## config.mk

```make
export PLATFORM = sky130hd
export DESIGN_NAME = sniffer_frame_parser
export DESIGN_NICKNAME = d
export VERILOG_FILES = /design/src/rtl/sfp_pkg.sv /design/src/rtl/sniffer_frame_parser.sv /design/src/rtl/sfp_deframer.sv /design/src/rtl/sfp_rqueue.sv
export SDC_FILE = /design/constraint.sdc
export NUM_CORES = 1
export LEC_CHECK = 0
export CORE_UTILIZATION = 40
export CTS_CLUSTER_DIAMETER = 100
export DETAILED_ROUTE_END_ITERATION = 8
export DONT_BUFFER_PORTS = 1
export GPL_TIMING_DRIVEN = 0
export PLACE_DENSITY = 0.57
export SKIP_CTS_REPAIR_TIMING = 1
export SYNTH_ARGS = -nofsm -noshare
export SYNTH_HDL_FRONTEND = slang
export SYNTH_HIERARCHICAL = 1
export SYNTH_SLANG_ARGS = --single-unit
```

## constraint.sdc

```tcl
create_clock -name i_clk -period 11 [get_ports i_clk]
set_input_delay 2.2 -clock i_clk [delete_from_list [all_inputs] [get_ports i_clk]]
set_output_delay 2.2 -clock i_clk [all_outputs]
set_load 0.01 [all_outputs]
```

## src/rtl/sfp_pkg.sv

```systemverilog
`timescale 1ns / 1ps
// ----------------------------------------------------------------------------
// sfp_pkg
// shared types and constants of the sniffer frame parser
// ----------------------------------------------------------------------------
package sfp_pkg;

    // number of frame start bytes and their reset value ("SNIF")
    localparam int          MAGIC_BYTES = 4;
    localparam logic [31:0] MAGIC_RESET = 32'h534E4946;

    // result queue, depth must be a power of two and at least two
    localparam int RQ_DEPTH = 4;
    localparam int RQ_AW    = $clog2(RQ_DEPTH);

    // bit positions of the type byte
    localparam int FL_CRC   = 0;
    localparam int FL_CRCOK = 1;
    localparam int FL_RSSI  = 2;
    localparam int FL_LQI   = 3;
    localparam int FL_STAMP = 4;

    typedef enum logic [3:0] {
        PH_MAGIC = 4'd0,
        PH_TYPE  = 4'd1,
        PH_LEN   = 4'd2,
        PH_DATA  = 4'd3,
        PH_CRC   = 4'd4,
        PH_CRCOK = 4'd5,
        PH_RSSI  = 4'd6,
        PH_LQI   = 4'd7,
        PH_STAMP = 4'd8
    } t_phase;

    typedef enum logic {
        KIND_PAYLOAD = 1'b0,
        KIND_END     = 1'b1
    } t_kind;

    typedef struct packed {
        t_kind       kind;
        logic [7:0]  data_byte;
        logic [7:0]  byte_index;
        logic [7:0]  frame_length;
        logic        accepted;
        logic [15:0] crc_value;
        logic [7:0]  crc_status;
        logic [7:0]  rssi;
        logic [7:0]  lqi;
        logic [15:0] timestamp;
        logic [7:0]  field_flags;
        logic        last;
    } t_result;

endpackage

```

## src/rtl/sniffer_frame_parser.sv

```systemverilog
`timescale 1ns / 1ps
// ----------------------------------------------------------------------------
// sniffer_frame_parser
// deframes the sniffer serial format: emits a record per payload byte and
// one end-of-frame record with the trailer fields
// ----------------------------------------------------------------------------
//  channel  | handshake                  | payload
//  ---------+----------------------------+---------------------------------
//  input    | i_in_valid / o_in_ready    | i_rx_byte
//  output   | o_out_valid / i_out_ready  | o_kind .. o_last (12 fields)
//  config   | i_cfg_we (no wait)         | i_cfg_wdata (start bytes)
//
//  one input beat per cycle while the result queue has room; a byte is
//    registered, stepped through the frame logic and its records land in a
//    four-deep result queue, whose head record is offered on the output
//  a byte makes zero, one or two records; the last payload byte of a frame
//    with no trailer makes two, drained one per cycle while i_out_ready is high
//  input stalls only while the result queue has fewer than two free entries
//  synchronous active-low reset empties the queue, returns the frame logic
//    to the start byte search and the start bytes to "SNIF"
// ----------------------------------------------------------------------------
module sniffer_frame_parser #(
    parameter int MAGIC_BYTES = sfp_pkg::MAGIC_BYTES
) (
    input  logic        i_clk,
    input  logic        i_rst_n,
    // configuration
    input  logic        i_cfg_we,
    input  logic [31:0] i_cfg_wdata,
    // byte input
    input  logic        i_in_valid,
    output logic        o_in_ready,
    input  logic [7:0]  i_rx_byte,
    // record output
    output logic        o_out_valid,
    input  logic        i_out_ready,
    output logic        o_kind,
    output logic [7:0]  o_data_byte,
    output logic [7:0]  o_byte_index,
    output logic [7:0]  o_frame_length,
    output logic        o_accepted,
    output logic [15:0] o_crc_value,
    output logic [7:0]  o_crc_status,
    output logic [7:0]  o_rssi,
    output logic [7:0]  o_lqi,
    output logic [15:0] o_timestamp,
    output logic [7:0]  o_field_flags,
    output logic        o_last
);

    // start byte register
    logic [31:0] r_magic;

    // input stage
    logic        r_in_vld;
    logic [7:0]  r_in_byte;

    logic             w_room;
    logic             w_step;
    sfp_pkg::t_result w_res0;
    sfp_pkg::t_result w_res1;
    logic [1:0]       w_cnt;
    logic [1:0]       w_push_cnt;
    sfp_pkg::t_result w_head;

    // a held byte steps only when the queue can take both possible records
    assign w_step     = r_in_vld && w_room;
    assign o_in_ready = !r_in_vld || w_room;
    assign w_push_cnt = w_step ? w_cnt : 2'd0;

    always_ff @(posedge i_clk) begin
        if (!i_rst_n) begin
            r_magic <= sfp_pkg::MAGIC_RESET;
        end else if (i_cfg_we) begin
            r_magic <= i_cfg_wdata;
        end
    end

    always_ff @(posedge i_clk) begin
        if (!i_rst_n) begin
            r_in_vld <= 1'b0;
        end else if (o_in_ready) begin
            r_in_vld <= i_in_valid;
        end
    end

    // byte register needs no reset, guarded by r_in_vld
    always_ff @(posedge i_clk) begin
        if (o_in_ready && i_in_valid) begin
            r_in_byte <= i_rx_byte;
        end
    end

    sfp_deframer #(
        .MAGIC_BYTES (MAGIC_BYTES)
    ) u_deframer (
        .i_clk   (i_clk),
        .i_rst_n (i_rst_n),
        .i_step  (w_step),
        .i_byte  (r_in_byte),
        .i_magic (r_magic),
        .o_res0  (w_res0),
        .o_res1  (w_res1),
        .o_cnt   (w_cnt)
    );

    sfp_rqueue u_rqueue (
        .i_clk      (i_clk),
        .i_rst_n    (i_rst_n),
        .i_d0       (w_res0),
        .i_d1       (w_res1),
        .i_push_cnt (w_push_cnt),
        .i_pop      (i_out_ready),
        .o_head     (w_head),
        .o_valid    (o_out_valid),
        .o_room     (w_room)
    );

    // unpack the head record onto the output ports
    assign o_kind         = w_head.kind;
    assign o_data_byte    = w_head.data_byte;
    assign o_byte_index   = w_head.byte_index;
    assign o_frame_length = w_head.frame_length;
    assign o_accepted     = w_head.accepted;
    assign o_crc_value    = w_head.crc_value;
    assign o_crc_status   = w_head.crc_status;
    assign o_rssi         = w_head.rssi;
    assign o_lqi          = w_head.lqi;
    assign o_timestamp    = w_head.timestamp;
    assign o_field_flags  = w_head.field_flags;
    assign o_last         = w_head.last;

    // a held byte that cannot step keeps the input stalled
    a_stall_hold: assert property (@(posedge i_clk) disable iff (!i_rst_n)
        (r_in_vld && !w_room) |-> !o_in_ready)
        else $error("input taken while a byte is held");

    // a byte that stepped without a new one behind it leaves the stage empty
    a_stage_drain: assert property (@(posedge i_clk) disable iff (!i_rst_n)
        (w_step && !i_in_valid) |=> !r_in_vld)
        else $error("input stage kept a stepped byte");

endmodule

```

## src/rtl/sfp_deframer.sv

```systemverilog
`timescale 1ns / 1ps
// ----------------------------------------------------------------------------
// sfp_deframer
// frame state and one-byte step: yields up to two result records per byte
// ----------------------------------------------------------------------------
module sfp_deframer #(
    parameter int MAGIC_BYTES = sfp_pkg::MAGIC_BYTES
) (
    input  logic             i_clk,
    input  logic             i_rst_n,
    input  logic             i_step,
    input  logic [7:0]       i_byte,
    input  logic [31:0]      i_magic,
    output sfp_pkg::t_result o_res0,
    output sfp_pkg::t_result o_res1,
    output logic [1:0]       o_cnt
);

    sfp_pkg::t_phase r_phase, n_phase;
    logic [7:0]  r_pos,   n_pos;
    logic [7:0]  r_flags, n_flags;
    logic [7:0]  r_len,   n_len;
    logic [15:0] r_crc,   n_crc;
    logic [7:0]  r_crcok, n_crcok;
    logic [7:0]  r_rssi,  n_rssi;
    logic [7:0]  r_lqi,   n_lqi;
    logic [15:0] r_stamp, n_stamp;

    logic [1:0]  w_midx;
    logic [7:0]  w_expect;
    logic [15:0] w_lane;
    logic        w_pay_hit;
    logic        w_end_hit;
    sfp_pkg::t_result w_pay;
    sfp_pkg::t_result w_end;

    // start byte i sits at bits [31-8i : 24-8i]
    assign w_midx   = r_pos[1:0];
    assign w_expect = i_magic[{2'd3 - w_midx, 3'b000} +: 8];
    // byte placed in the low or high half of a little-endian word
    assign w_lane   = r_pos[0] ? {i_byte, 8'h00} : {8'h00, i_byte};

    always_comb begin
        n_phase   = r_phase;
        n_pos     = r_pos;
        n_flags   = r_flags;
        n_len     = r_len;
        n_crc     = r_crc;
        n_crcok   = r_crcok;
        n_rssi    = r_rssi;
        n_lqi     = r_lqi;
        n_stamp   = r_stamp;
        w_pay_hit = 1'b0;
        w_end_hit = 1'b0;

        // consume the byte
        case (r_phase)
            sfp_pkg::PH_MAGIC: begin
                if (i_byte != w_expect) begin
                    n_pos = '0;
                end else if (r_pos == 8'(MAGIC_BYTES - 1)) begin
                    n_phase = sfp_pkg::PH_TYPE;
                    n_pos   = '0;
                end else begin
                    n_pos = r_pos + 8'd1;
                end
            end
            sfp_pkg::PH_TYPE: begin
                n_flags = i_byte;
                n_phase = sfp_pkg::PH_LEN;
            end
            sfp_pkg::PH_LEN: begin
                n_len   = i_byte;
                n_phase = sfp_pkg::PH_DATA;
                n_pos   = '0;
            end
            sfp_pkg::PH_DATA: begin
                w_pay_hit = 1'b1;
                n_pos     = r_pos + 8'd1;
            end
            sfp_pkg::PH_CRC: begin
                n_crc = r_crc | w_lane;
                n_pos = r_pos + 8'd1;
                if (n_pos >= 8'd2) begin
                    n_phase = sfp_pkg::PH_CRCOK;
                    n_pos   = '0;
                end
            end
            sfp_pkg::PH_CRCOK: begin
                n_crcok = i_byte;
                n_phase = sfp_pkg::PH_RSSI;
            end
            sfp_pkg::PH_RSSI: begin
                n_rssi  = i_byte;
                n_phase = sfp_pkg::PH_LQI;
            end
            sfp_pkg::PH_LQI: begin
                n_lqi   = i_byte;
                n_phase = sfp_pkg::PH_STAMP;
                n_pos   = '0;
                if (r_flags[sfp_pkg::FL_STAMP]) begin
                    n_stamp = '0;
                end
            end
            sfp_pkg::PH_STAMP: begin
                n_stamp = r_stamp | w_lane;
                n_pos   = r_pos + 8'd1;
            end
            default: begin
                n_phase = sfp_pkg::PH_MAGIC;
                n_pos   = '0;
            end
        endcase

        // skip trailer fields that are absent, in frame order
        if (n_phase == sfp_pkg::PH_DATA && n_pos >= n_len) begin
            n_phase = sfp_pkg::PH_CRC;
            n_pos   = '0;
            if (n_flags[sfp_pkg::FL_CRC]) begin
                n_crc = '0;
            end
        end
        if (n_phase == sfp_pkg::PH_CRC && !n_flags[sfp_pkg::FL_CRC]) begin
            n_phase = sfp_pkg::PH_CRCOK;
        end
        if (n_phase == sfp_pkg::PH_CRCOK && !n_flags[sfp_pkg::FL_CRCOK]) begin
            n_crcok = 8'd1;
            n_phase = sfp_pkg::PH_RSSI;
        end
        if (n_phase == sfp_pkg::PH_RSSI && !n_flags[sfp_pkg::FL_RSSI]) begin
            n_phase = sfp_pkg::PH_LQI;
        end
        if (n_phase == sfp_pkg::PH_LQI && !n_flags[sfp_pkg::FL_LQI]) begin
            n_phase = sfp_pkg::PH_STAMP;
            n_pos   = '0;
            if (n_flags[sfp_pkg::FL_STAMP]) begin
                n_stamp = '0;
            end
        end
        if (n_phase == sfp_pkg::PH_STAMP &&
            (!n_flags[sfp_pkg::FL_STAMP] || n_pos >= 8'd2)) begin
            w_end_hit = 1'b1;
            n_phase   = sfp_pkg::PH_MAGIC;
            n_pos     = '0;
        end
    end

    // payload record from the state before the byte
    always_comb begin
        w_pay              = '0;
        w_pay.kind         = sfp_pkg::KIND_PAYLOAD;
        w_pay.data_byte    = i_byte;
        w_pay.byte_index   = r_pos;
        w_pay.frame_length = r_len;
        w_pay.field_flags  = r_flags;
        w_pay.last         = !w_end_hit;
    end

    // end record from the settled state
    always_comb begin
        w_end              = '0;
        w_end.kind         = sfp_pkg::KIND_END;
        w_end.frame_length = n_len;
        w_end.accepted     = (n_len != 8'd0) && (n_crcok != 8'd0);
        w_end.crc_value    = n_crc;
        w_end.crc_status   = n_crcok;
        w_end.rssi         = n_rssi;
        w_end.lqi          = n_lqi;
        w_end.timestamp    = n_stamp;
        w_end.field_flags  = n_flags;
        w_end.last         = 1'b1;
    end

    assign o_res0 = w_pay_hit ? w_pay : w_end;
    assign o_res1 = w_end;
    assign o_cnt  = {1'b0, w_pay_hit} + {1'b0, w_end_hit};

    always_ff @(posedge i_clk) begin
        if (!i_rst_n) begin
            r_phase <= sfp_pkg::PH_MAGIC;
            r_pos   <= '0;
            r_flags <= '0;
            r_len   <= '0;
            r_crc   <= '0;
            r_crcok <= '0;
            r_rssi  <= '0;
            r_lqi   <= '0;
            r_stamp <= '0;
        end else if (i_step) begin
            r_phase <= n_phase;
            r_pos   <= n_pos;
            r_flags <= n_flags;
            r_len   <= n_len;
            r_crc   <= n_crc;
            r_crcok <= n_crcok;
            r_rssi  <= n_rssi;
            r_lqi   <= n_lqi;
            r_stamp <= n_stamp;
        end
    end

    // start byte search never produces a record
    a_magic_silent: assert property (@(posedge i_clk) disable iff (!i_rst_n)
        (i_step && r_phase == sfp_pkg::PH_MAGIC) |-> (o_cnt == 2'd0))
        else $error("record produced during start byte search");

    // two records are always a payload byte followed by the end record
    a_pair_order: assert property (@(posedge i_clk) disable iff (!i_rst_n)
        (i_step && o_cnt == 2'd2) |->
        (o_res0.kind == sfp_pkg::KIND_PAYLOAD && o_res1.kind == sfp_pkg::KIND_END))
        else $error("bad record pair");

    // an end record hands over to the start byte search
    a_end_restart: assert property (@(posedge i_clk) disable iff (!i_rst_n)
        (i_step && w_end_hit) |=> (r_phase == sfp_pkg::PH_MAGIC && r_pos == 8'd0))
        else $error("no restart after end record");

endmodule

```

## src/rtl/sfp_rqueue.sv

```systemverilog
`timescale 1ns / 1ps
// ----------------------------------------------------------------------------
// sfp_rqueue
// small result queue: takes up to two records a cycle, when popped gives one
// ----------------------------------------------------------------------------
module sfp_rqueue (
    input  logic             i_clk,
    input  logic             i_rst_n,
    input  sfp_pkg::t_result i_d0,
    input  sfp_pkg::t_result i_d1,
    input  logic [1:0]       i_push_cnt,
    input  logic             i_pop,
    output sfp_pkg::t_result o_head,
    output logic             o_valid,
    output logic             o_room
);

    localparam int AW = sfp_pkg::RQ_AW;
    localparam int CW = sfp_pkg::RQ_AW + 1;

    sfp_pkg::t_result r_mem [sfp_pkg::RQ_DEPTH];
    logic [AW-1:0] r_wp, n_wp;
    logic [AW-1:0] r_rp, n_rp;
    logic [CW-1:0] r_count, n_count;
    logic          w_pop;

    assign w_pop   = i_pop && o_valid;
    assign o_valid = (r_count != '0);
    assign o_room  = (r_count <= CW'(sfp_pkg::RQ_DEPTH - 2));
    assign o_head  = r_mem[r_rp];

    always_comb begin
        n_wp    = r_wp + AW'(i_push_cnt);
        n_rp    = r_rp + AW'(w_pop);
        n_count = r_count + CW'(i_push_cnt) - CW'(w_pop);
    end

    always_ff @(posedge i_clk) begin
        if (i_push_cnt != 2'd0) begin
            r_mem[r_wp] <= i_d0;
        end
        if (i_push_cnt == 2'd2) begin
            r_mem[AW'(r_wp + 1'b1)] <= i_d1;
        end
    end

    always_ff @(posedge i_clk) begin
        if (!i_rst_n) begin
            r_wp    <= '0;
            r_rp    <= '0;
            r_count <= '0;
        end else begin
            r_wp    <= n_wp;
            r_rp    <= n_rp;
            r_count <= n_count;
        end
    end

    a_no_overflow: assert property (@(posedge i_clk) disable iff (!i_rst_n)
        (i_push_cnt != 2'd0) |->
        ((r_count + CW'(i_push_cnt)) <= CW'(sfp_pkg::RQ_DEPTH)))
        else $error("result queue overflow");

    a_ptr_gap: assert property (@(posedge i_clk) disable iff (!i_rst_n)
        AW'(r_wp - r_rp) == AW'(r_count))
        else $error("queue pointers disagree with count");

endmodule
```

* Yosys cells after proc, flatten, opt, wreduce, memory -nomap -nowiden
Memory sizes are Yosys's and may differ from the RTL's. A register that Yosys moved wholly into a read port is not among the register bits. Cells that the tools add are included.
Storage, ports and cells: register bits after elaboration 132, bits in writable memories 364, output and inout bits 93, memories kept 1
Memories:
- u_rqueue.r_mem | depth 4, width 91, rd ports 1, clocked after Yosys merged registers in 1, wr ports 2, RTL line sfp_rqueue.sv:21 | sfp_pkg::t_result r_mem [sfp_pkg::RQ_DEPTH];
Operators by class: add/subtract/negate cells 8, shifts and indexed selects 1, reductions and logical operators 26, magnitude comparators 4, multiplexer cells 40, bitwise gates (word level) 2, equal/unequal tests 17
Operators with widths (count):
- two-way mux 16 bit | 7
- two-way mux 8 bit | 12
- two-way mux 91 bit | 1
- two-way mux 4 bit | 9
- == test 4 x 3 -> 1 bit (second input constant) | 8
- OR 16 bit | 2
- case mux 16 bit (2 select lines) | 1
- case mux 4 bit (8 select lines) | 1
- case mux 8 bit (4 select lines) | 1
- indexed part select 32 x 6 -> 8 bit | 1
- >= comparator 8 x 2 -> 1 bit (second input constant) | 2
- nonzero test 8 bit | 2
- == test 4 x 2 -> 1 bit (second input constant) | 3
- logical AND 1 bit | 10
- adder 8 x 1 -> 8 bit (second input constant) | 1
- == test 4 bit (second input constant) | 2
- == test 8 x 2 -> 1 bit (second input constant) | 1
- >= comparator 8 bit | 1
- inequality test 8 bit | 1
- zero test 1 bit | 7
- two-way mux 1 bit | 6
- == test 4 x 1 -> 1 bit (second input constant) | 1
- zero test 4 bit | 1
- two-way mux 2 bit | 2
- other kinds (14) | 15

* Logic depth before layout (Yosys ltp)
Gate-level depths: netlist of the first run.
depth in word-level cells 29, gate-level depth with buffers 31, mapped depth without buffers 26

* By module
Netlist of the first run, hierarchy kept.
Modules (own cells, without submodules):
- sfp_rqueue | cells an instance 925, instances 1, area an instance 17984.7 sq um, sequential area each 11070.6 sq um
- sfp_deframer | cells an instance 791, instances 1, area an instance 6083.3 sq um, sequential area each 1681.6 sq um
- sniffer_frame_parser | cells an instance 119, instances 1, area an instance 1502.7 sq um, sequential area each 900.9 sq um

* Worst setup path after synthesis of the first run
Ideal clock, no wire load.
path type register to register, start point register u_deframer.r_pos[1], end point memory u_rqueue/r_mem[0][0] (netlist bit), enable pin, clock period less this slack 12.030 ns, stages on the path, launching flop included 27, setup time 0.666 ns, arrival time 11.364 ns, setup slack -1.030 ns, required time 10.334 ns, cells stage by stage dfxtp_1 -> clkbuf_1 -> buf_2 -> mux2i_1 -> xor2_1 -> nand4_1 -> mux2i_1 -> a31oi_1 -> clkbuf_1 -> nand3b_1 -> a22oi_1 -> a2bb2oi_1 -> ha_1 -> nor2b_1 -> o21ai_0 -> a221oi_1 -> o21ai_0 -> and4_1 -> a211oi_2 -> buf_2 -> nand4_1 -> and3_1 -> nor3_1 -> ha_1 -> and3_1 -> o21bai_1 -> o21ai_0
RTL lines:
- start: declaration | RTL line sfp_deframer.sv:20 | logic [7:0] r_pos, n_pos;
- start signal: assignment | RTL line sfp_deframer.sv:191 | r_pos <= n_pos;
- end: declaration | RTL line sfp_rqueue.sv:21

==> flow_summary.yaml, run 1 <==
floorplan:
  start_util_pct: 40.5
  die_w_um: 255
  rows: 92
  fp.dieArea_sq_um: 64900
  core_sq_um: 63100
  die_y_um: 255
  ios: 138
setup_path:
  crit_required_ps: 11320
  crit_top_cell: "buf_2"
  worst-path-buf-inv: 9
  crit_path_start_kind: "flop"
  cp-end-kind: "flop"
  critPathArrivalTime_ps: 9210
  slowest_stage: "clkbuf_1"
  path_class: "reg -> reg"
  crit_family: "buffers and inverters"
  cp_slowest_stage_delay_ps: 470
  crit_fanout: 16
clock_tree:
  clk_latency_ps: 620
  cts.path.max_buffers: 3
  path_clk_slew_ps: 60
  cts.sinks: 496
  cts-htree-levels: 2
  root_buffer: "clkbuf_16"
  cts_tree: "done"
  cts-buffers-inserted: 55
synth:
  ys_types: 67
  ys_ff_latch: 496
  async_flop_share_pct: 0
  synth.top_cell.area_share_pct: 43.7
  syn_area_sq_um: 25600
  yosysMostFrequentCell: "edfxtp_1"
  ys_top_cells_by_area: "edfxtp_1 44%, mux2_2 13%, dfxtp_1 9.7%"
  synth_edf_count: 372
  seq_area_frac_synth_pct: 53.4
  synthTopCellsByCount: "372 x edfxtp_1, 284 x mux2_2, 124 x dfxtp_1"
  ys_warn_count: 6
  syn_area_per_cell_sq_um: 13.9
  syn_inst: 1835
  synth.largest_area_cell: "edfxtp_1"
  synthFlopType: "edfxtp_1"
run:
  maxCapViolCount: 0
sta:
  clock_skew_ps: 26.6
  hold_viol: 0
  grt_setup_unrepaired: "no"
  setup_viol: 0
  slew_headroom_pct: 14.3
  period_minus_slack_ps: 8890
  tightestPinTransition_ps: 1280
  fmax_mhz: 112
  fin_crit_sh_pct: 80.8
  fin_hold_ws_ps: 469
  drv_slew: 0
  tns_ps: 0
  setup_ws_ps: 2110
grt:
  antenna_found_initial: 1
  grt_pass1_vias: 15998
  met1_usage_pct: 27.6
  grt_pass1_wl_um: 103000
  grt.total_usage_pct: 21.3
  busiest_layer: "met2"
  grtUsageMet2_pct: 36.4
  grt_max_degree: 27
  grtUsageMet3_pct: 4.15
  gr-total-overflow: 0
layout:
  fillers: 5750
  syn_to_final_growth_pct: 12.8
  fin_nets: 1987
  num_antenna_cells: 0
  fin_area_sq_um: 28800
  utilization_pct: 45.7
  drive_above_1_share_pct: 29.4
drt:
  drcViolationCount: 0
  first_pass_iters: 5
  wire_per_inst_um: 24.3
  wirelength_um: 68400
  drt_iter0_drc: 1070
  drtAntennaViolNets: 0
  viasPerCell: 5.50
  dr_total_vias: 15490
place:
  portBuffers: 0
  gp_congestion: 0.875
  placed_cell_area_sq_um: 27100
  pre_cts_slack_ps: 2090
  place_hpwl_um: 47300
min_path:
  hold_path_class: "reg -> reg"
power:
  p_leak_uw: 0.0108
  peakVddDrop_uv: 108
  power_density_nw_per_um2: 157
status:
  status: "completed"
sequential cells by signal, indices dropped and copies added (netlist names), 4 cells and up:
name and count:
u_deframer/r_len 8, r_magic 32, u_deframer/r_crc 16, u_deframer/r_pos 8, u_deframer/r_stamp 16, u_deframer/r_crcok 8
u_deframer/r_rssi 8, r_in_byte 8, u_rqueue/r_mem 364, u_deframer/r_flags 8, u_deframer/r_phase 4, u_deframer/r_lqi 8
layer usage:
metal	wire length, um	vias to the layer above
met5	0	-
met4	1310	0
met3	4070	82
met2	33400	412
met1	29500	7867
li1	-	7129
final timing paths:
check                                                       from                              end  slack [ps]  cells past startpoint
worst max-delay path            u_deframer/r_pos[1]$_SDFFE_PN0P_  u_rqueue/r_mem[0][23]$_DFFE_PP_        2110                     31
worst min-delay path                    r_magic[17]$_SDFFE_PN1P_         r_magic[17]$_SDFFE_PN1P_         470                      2
worst max register to register  u_deframer/r_pos[1]$_SDFFE_PN0P_  u_rqueue/r_mem[0][23]$_DFFE_PP_        2110                     31
worst min register to register          r_magic[17]$_SDFFE_PN1P_         r_magic[17]$_SDFFE_PN1P_         470                      2
power by group:
part / leakage [uW] / switching, uW / total, uW / internal (uW)
clock: 0.000852 / 753 / 1800 / 1050
combinational: 0.00561 / 382 / 661 / 279
sequential: 0.00434 / 21.9 / 2060 / 2040
cell families after synthesis:
| logic type | Yosys count | share of synthesized area, % |
|---|---|---|
| muxes | 573 | 28.9 |
| DFF | 496 | 53.4 |
| and+or+nand+nor | 336 | 6.74 |
| buffers and inverters | 212 | 4.53 |
| AOI/OAI and AO/OA | 179 | 4.76 |
| xor gates and xnor gates | 20 | 0.793 |
| adders and majority gates | 17 | 0.861 |
| other | 2 | 0.0294 |
through the flow:
stage               cells  power [uW]
floorplan            1851        2590
global placement     2697        2760
detailed placement   2714        2770
CTS                  2816        4580
global route         2816        4680
finish               2816        4520
layout by cell type, fill, tap and decap left out, drive strengths merged, types with 69 or more instances in the layout:
master,netlist,layout
dfxtp,124,124
edfxtp,372,372
nand2,71,71
mux2i,106,106
clkbuf,67,146
a21oi,69,69
nor2,72,72
mux4,95,95
buf,96,113
mux2,372,372
tightest hold or removal path: cells and delay by family, from the launching register on:
family	cells	cell delay [ps]
flops	1	320
mux	1	60
simple gates	1	50
layout make-up:
| class | instances | area (sq um) | share of cell area, % |
|---|---|---|---|
| Buffer | 163 | 975 | 3.38 |
| Sequential cell | 496 | 13700 | 47.3 |
| Clock inverter | 23 | 200 | 0.694 |
| Clock buffer | 79 | 1550 | 5.37 |
| Inverter | 49 | 184 | 0.638 |
| Timing Repair Buffer | 17 | 363 | 1.26 |
| Tap cell | 846 | 1060 | 3.67 |
| Multi-Input combinational cell | 1143 | 10900 | 37.6 |
No activity file was read; power rests on OpenSTA's default activity.
==> run 2, diff against run 1 <==
Clock period 11 ns to 7.5 ns, I/O delays scaled along.
==> run 2 against run 1 <==
Compared with the run above: clock power grew 53%; critical path type unchanged; die area is the same; utilization grew 0.71 points; first-iteration DRC count grew 4.1%; critical path depth shrank 3; global-route usage grew 0.13 points; routed wire length grew 0.81%; sequential cell count is the same; sequential power grew 47%; total power grew 49%.
==> flow_summary.yaml, run 2 (synthesized netlist as in run 1, its figures left out) <==
status:
  status: "completed"
setup_path:
  path_class: "reg -> reg"
  crit_required_ps: 7870
  crit_fanout: 10
  cp_slowest_stage_delay_ps: 520
  cp-end-kind: "flop"
  crit_path_start_kind: "flop"
  crit_top_cell: "buf_4"
  slowest_stage: "mux4_2"
  critPathArrivalTime_ps: 7480
floorplan:
  ios: 138
  die_y_um: 255
  fp.dieArea_sq_um: 64900
  die_w_um: 255
  core_sq_um: 63100
  rows: 92
  start_util_pct: 40.5
drt:
  viasPerCell: 5.48
  dr_total_vias: 15605
  drtAntennaViolNets: 0
  wire_per_inst_um: 24.2
  drt_iter0_drc: 1114
  wirelength_um: 68900
  drcViolationCount: 0
  first_pass_iters: 5
grt:
  gr-total-overflow: 0
  antenna_found_initial: 2
  grt_pass1_wl_um: 103000
  grt.total_usage_pct: 21.4
  grt_pass1_vias: 16087
  grt_max_degree: 28
power:
  peakVddDrop_uv: 182
  p_leak_uw: 0.0110
  power_density_nw_per_um2: 231
  p_total_uw: 6760
sta:
  tightestPinTransition_ps: 1280
  tns_ps: 0
  clock_skew_ps: 37.7
  drv_slew: 0
  hold_viol: 0
  setup_ws_ps: 384
  fmax_mhz: 141
  setup_viol: 0
  fin_crit_sh_pct: 94.9
  period_minus_slack_ps: 7120
  slew_headroom_pct: 14.5
layout:
  syn_to_final_growth_pct: 14.5
  fillers: 5676
  regMostFlops: "u_rqueue/r_mem"
  final_cell_mix: "372 x edfxtp_1, 284 x mux2_2, 123 x dfxtp_1"
  largestRegisters: "u_rqueue/r_mem x364, r_magic x32"
  seq_area_sq_um: 13700
  fin_area_sq_um: 29300
  drive_above_1_share_pct: 30.8
  fin_nets: 2018
  final_common_cell: "edfxtp_1"
  multi_input_area_sq_um: 10900
  utilization_pct: 46.4
  largest_reg_flops: 364
run:
  maxCapViolCount: 0
clock_tree:
  path_clk_slew_ps: 60
  cts.path.max_buffers: 3
  cts-buffers-inserted: 57
  cts_tree: "done"
  cts-htree-levels: 2
  cts.sinks: 496
  root_buffer: "clkbuf_16"
  clk_latency_ps: 630
place:
  gp_congestion: 0.905
  pre_cts_slack_ps: -1480
  portBuffers: 0
  placed_cell_area_sq_um: 27100
  place_hpwl_um: 46800
min_path:
  hold_path_class: "reg -> reg"
[run 2: cell count changes in the layout (fill, tap and decap cells not counted), sizes merged]
cell      delta
bufinv       +1
clkinv       +1
clkbuf       +3
clkinvlp     -3
buf         +28
diode        +1
[run 2: cell type report]
type                            instances  share of cell area, %
Buffer                                162                   3.45
Antenna cell                            1                0.00854
Timing Repair Buffer                   47                   2.06
Tap cell                              846                   3.61
Multi-Input combinational cell       1143                   37.3
Inverter                               49                  0.628
Sequential cell                       496                   46.6
Clock inverter                         22                  0.795
Clock buffer                           81                   5.49
[run 2: where the power goes]
part / internal, uW / switching [uW]
sequential: 2990 / 32.9
clock: 1620 / 1130
combinational: 415 / 563
[run 2: path summary, 6_finish.rpt]
kind	from	to	slack [ps]	cells past startpoint
hold reg to reg	r_magic[18]$_SDFFE_PN1P_	r_magic[18]$_SDFFE_PN1P_	470	2
hold / removal	r_magic[18]$_SDFFE_PN1P_	r_magic[18]$_SDFFE_PN1P_	470	2
setup / recovery	u_deframer/r_pos[0]$_SDFFE_PN0P_	u_rqueue/r_mem[1][49]$_DFFE_PP_	380	28
setup reg to reg	u_deframer/r_pos[0]$_SDFFE_PN0P_	u_rqueue/r_mem[1][49]$_DFFE_PP_	380	28
[run 2: through the flow]
step / std cells / hold WS, ps
floorplan: 1851 / 436
global placement: 2697 / 456
detailed placement: 2712 / 461
CTS: 2815 / 476
global route: 2846 / 489
finish: 2847 / 474
[run 2: routing by layer]
layer / wire length (um) / GRT usage [%] / share of wire [%] / up-vias
met2: 33900 / 36.1 / 49 / 355
met5: 0 / 0 / 0 / -
met1: 29900 / 28.0 / 43 / 7953
met3: 3790 / 4.20 / 5.5 / 96
met4: 1370 / 5.68 / 2.0 / 0
li1: - / - / - / 7201
[run 2: worst max-delay path: cells and delay by family (launching register included)]
kind                     cells  cell delay, ps
AND/OR/NAND/NOR              9            2050
AO/OA/AOI/OAI                8            1400
buffers and inverters        6            1390
multiplexers                 2             890
adder cells (fa/ha/maj)      2             570
flip-flops                   1             390
XOR/XNOR                     1             170
==> run 3, diff against run 2 <==
Settings changed: CELL_PAD_IN_SITES_DETAIL_PLACEMENT from default to 1, CELL_PAD_IN_SITES_GLOBAL_PLACEMENT from default to 1, PLACE_DENSITY 0.57 to 0.66.
==> run 3 against run 2 <==
Compared with the run above: global-route usage increased by 1.5 points; first-iteration DRC count decreased by 20%; utilization increased by 0.081 points; clock skew decreased by 15 ps; combinational power increased by 2%; design area increased by 0.18%.
==> flow_summary.yaml, run 3 (synthesized netlist as in run 1, its figures left out) <==
status:
  status: "completed"
grt:
  antenna_found_initial: 0
  gr-total-overflow: 0
  grt_max_degree: 27
  grt.total_usage_pct: 22.9
  grt_pass1_wl_um: 111000
  grt_pass1_vias: 17270
sta:
  clock_skew_ps: 22.6
  hold_viol: 0
  drv_slew: 0
  fmax_mhz: 136
  slew_headroom_pct: 17.1
  period_minus_slack_ps: 7350
  setup_ws_ps: 154
  tns_ps: 0
  fin_crit_sh_pct: 97.9
  tightestPinTransition_ps: 1240
  fin_hold_ws_ps: 471
  setup_viol: 0
layout:
  syn_to_final_growth_pct: 14.7
  fillers: 6432
  fin_nets: 2013
  regMostFlops: "u_rqueue/r_mem"
  largestRegisters: "u_rqueue/r_mem x364, r_magic x32"
  fin_area_sq_um: 29300
  final_cell_mix: "372 x edfxtp_1, 284 x mux2_2, 123 x dfxtp_1"
  drive_above_1_share_pct: 31.0
  largest_reg_flops: 364
  final_common_cell: "edfxtp_1"
clock_tree:
  cts-buffers-inserted: 56
  root_buffer: "clkbuf_16"
  path_clk_slew_ps: 60
  clk_latency_ps: 630
  cts-htree-levels: 2
  cts.sinks: 496
  cts_tree: "done"
  cts.path.max_buffers: 3
drt:
  viasPerCell: 5.61
  dr_total_vias: 15946
  wirelength_um: 74000
  wire_per_inst_um: 26.0
  first_pass_iters: 5
  drt_iter0_drc: 887
  drtAntennaViolNets: 0
  drcViolationCount: 0
place:
  portBuffers: 0
  gp_congestion: 0.840
  pre_cts_slack_ps: -1350
  place_hpwl_um: 50000
  placed_cell_area_sq_um: 27000
power:
  peakVddDrop_uv: 182
  p_leak_uw: 0.0111
  power_density_nw_per_um2: 234
floorplan:
  ios: 138
  die_y_um: 255
  rows: 92
  die_w_um: 255
  start_util_pct: 40.5
  core_sq_um: 63100
  fp.dieArea_sq_um: 64900
min_path:
  hold_path_class: "reg -> reg"
run:
  maxCapViolCount: 0
setup_path:
  crit_fanout: 10
  critPathArrivalTime_ps: 7710
  crit_required_ps: 7860
  crit_path_start_kind: "flop"
  path_class: "reg -> reg"
  cp-end-kind: "flop"
==> run 3: cell count changes in the layout (fill, tap and decap cells not counted), sizes merged <==
cell / previous run / this run
bufinv: 4 / 6
nor2: 72 / 73
clkbuf: 149 / 148
buf: 141 / 135
inv: 50 / 51
==> run 3: power by group <==
part | switching, uW | total [uW] | leakage (uW) | internal [uW]
logic | 581 | 995 | 0.00577 | 414
registers | 34.7 | 3030 | 0.00435 | 2990
clock network | 1140 | 2860 | 0.000939 | 1710
total | 1760 | 6880 | 0.0111 | 5120
==> run 3: metrics by stage <==
step	power (uW)	utilization, %	std cells
floorplan	3800	-	1851
global placement	4050	42.4	2697
detailed placement	4080	42.9	2712
CTS	6960	45.9	2816
global route	7140	46.5	2843
finish	6880	46.5	2844
==> run 3: layer usage <==
metal	track usage [%]	vias to the layer above	share of wire, %
li1	-	7197	-
met1	29.1	8298	42
met2	39.3	357	50
met3	5.31	94	5.8
met4	5.51	0	1.9
met5	0	-	0
==> run 3: layout make-up <==
type / count / area [sq um] / area share (%)
antenna: 1 / 2.50 / 0.00853
buffer: 162 / 1010 / 3.44
clock buffer: 79 / 1630 / 5.56
clock inverter: 25 / 277 / 0.942
inverter: 49 / 184 / 0.627
multi-input combinational: 1144 / 10900 / 37.3
sequential: 496 / 13700 / 46.5
tap: 846 / 1060 / 3.61
timing repair buffer: 42 / 591 / 2.01
==> run 3: worst paths after layout <==
| check | start | endpoint | slack [ps] | cells after the start |
|---|---|---|---|---|
| max | u_deframer/r_pos[0]$_SDFFE_PN0P_ | u_rqueue/r_mem[1][45]$_DFFE_PP_ | 150 | 25 |
| min | r_magic[18]$_SDFFE_PN1P_ | r_magic[18]$_SDFFE_PN1P_ | 470 | 2 |
| max reg2reg | u_deframer/r_pos[0]$_SDFFE_PN0P_ | u_rqueue/r_mem[1][45]$_DFFE_PP_ | 150 | 25 |
| min reg2reg | r_magic[18]$_SDFFE_PN1P_ | r_magic[18]$_SDFFE_PN1P_ | 470 | 2 |
==> run 3: critical path, stage by stage, from the launching register on <==
cell	delay [ps]
dfxtp_2	390
buf_12	170
mux4_2	560
xnor2_1	150
nand3_1	140
nor4_4	480
a31oi_2	200
clkbuf_4	230
nand2b_1	160
o21ai_0	360
ha_1	330
a21o_1	190
a221oi_2	290
o21ai_2	150
and4_1	260
a211oi_4	230
buf_6	200
nand4_1	200
and3_4	300
nor3_4	230
ha_1	270
and3_2	300
nor4b_2	250
buf_4	350
buf_4	300
mux2_2	370
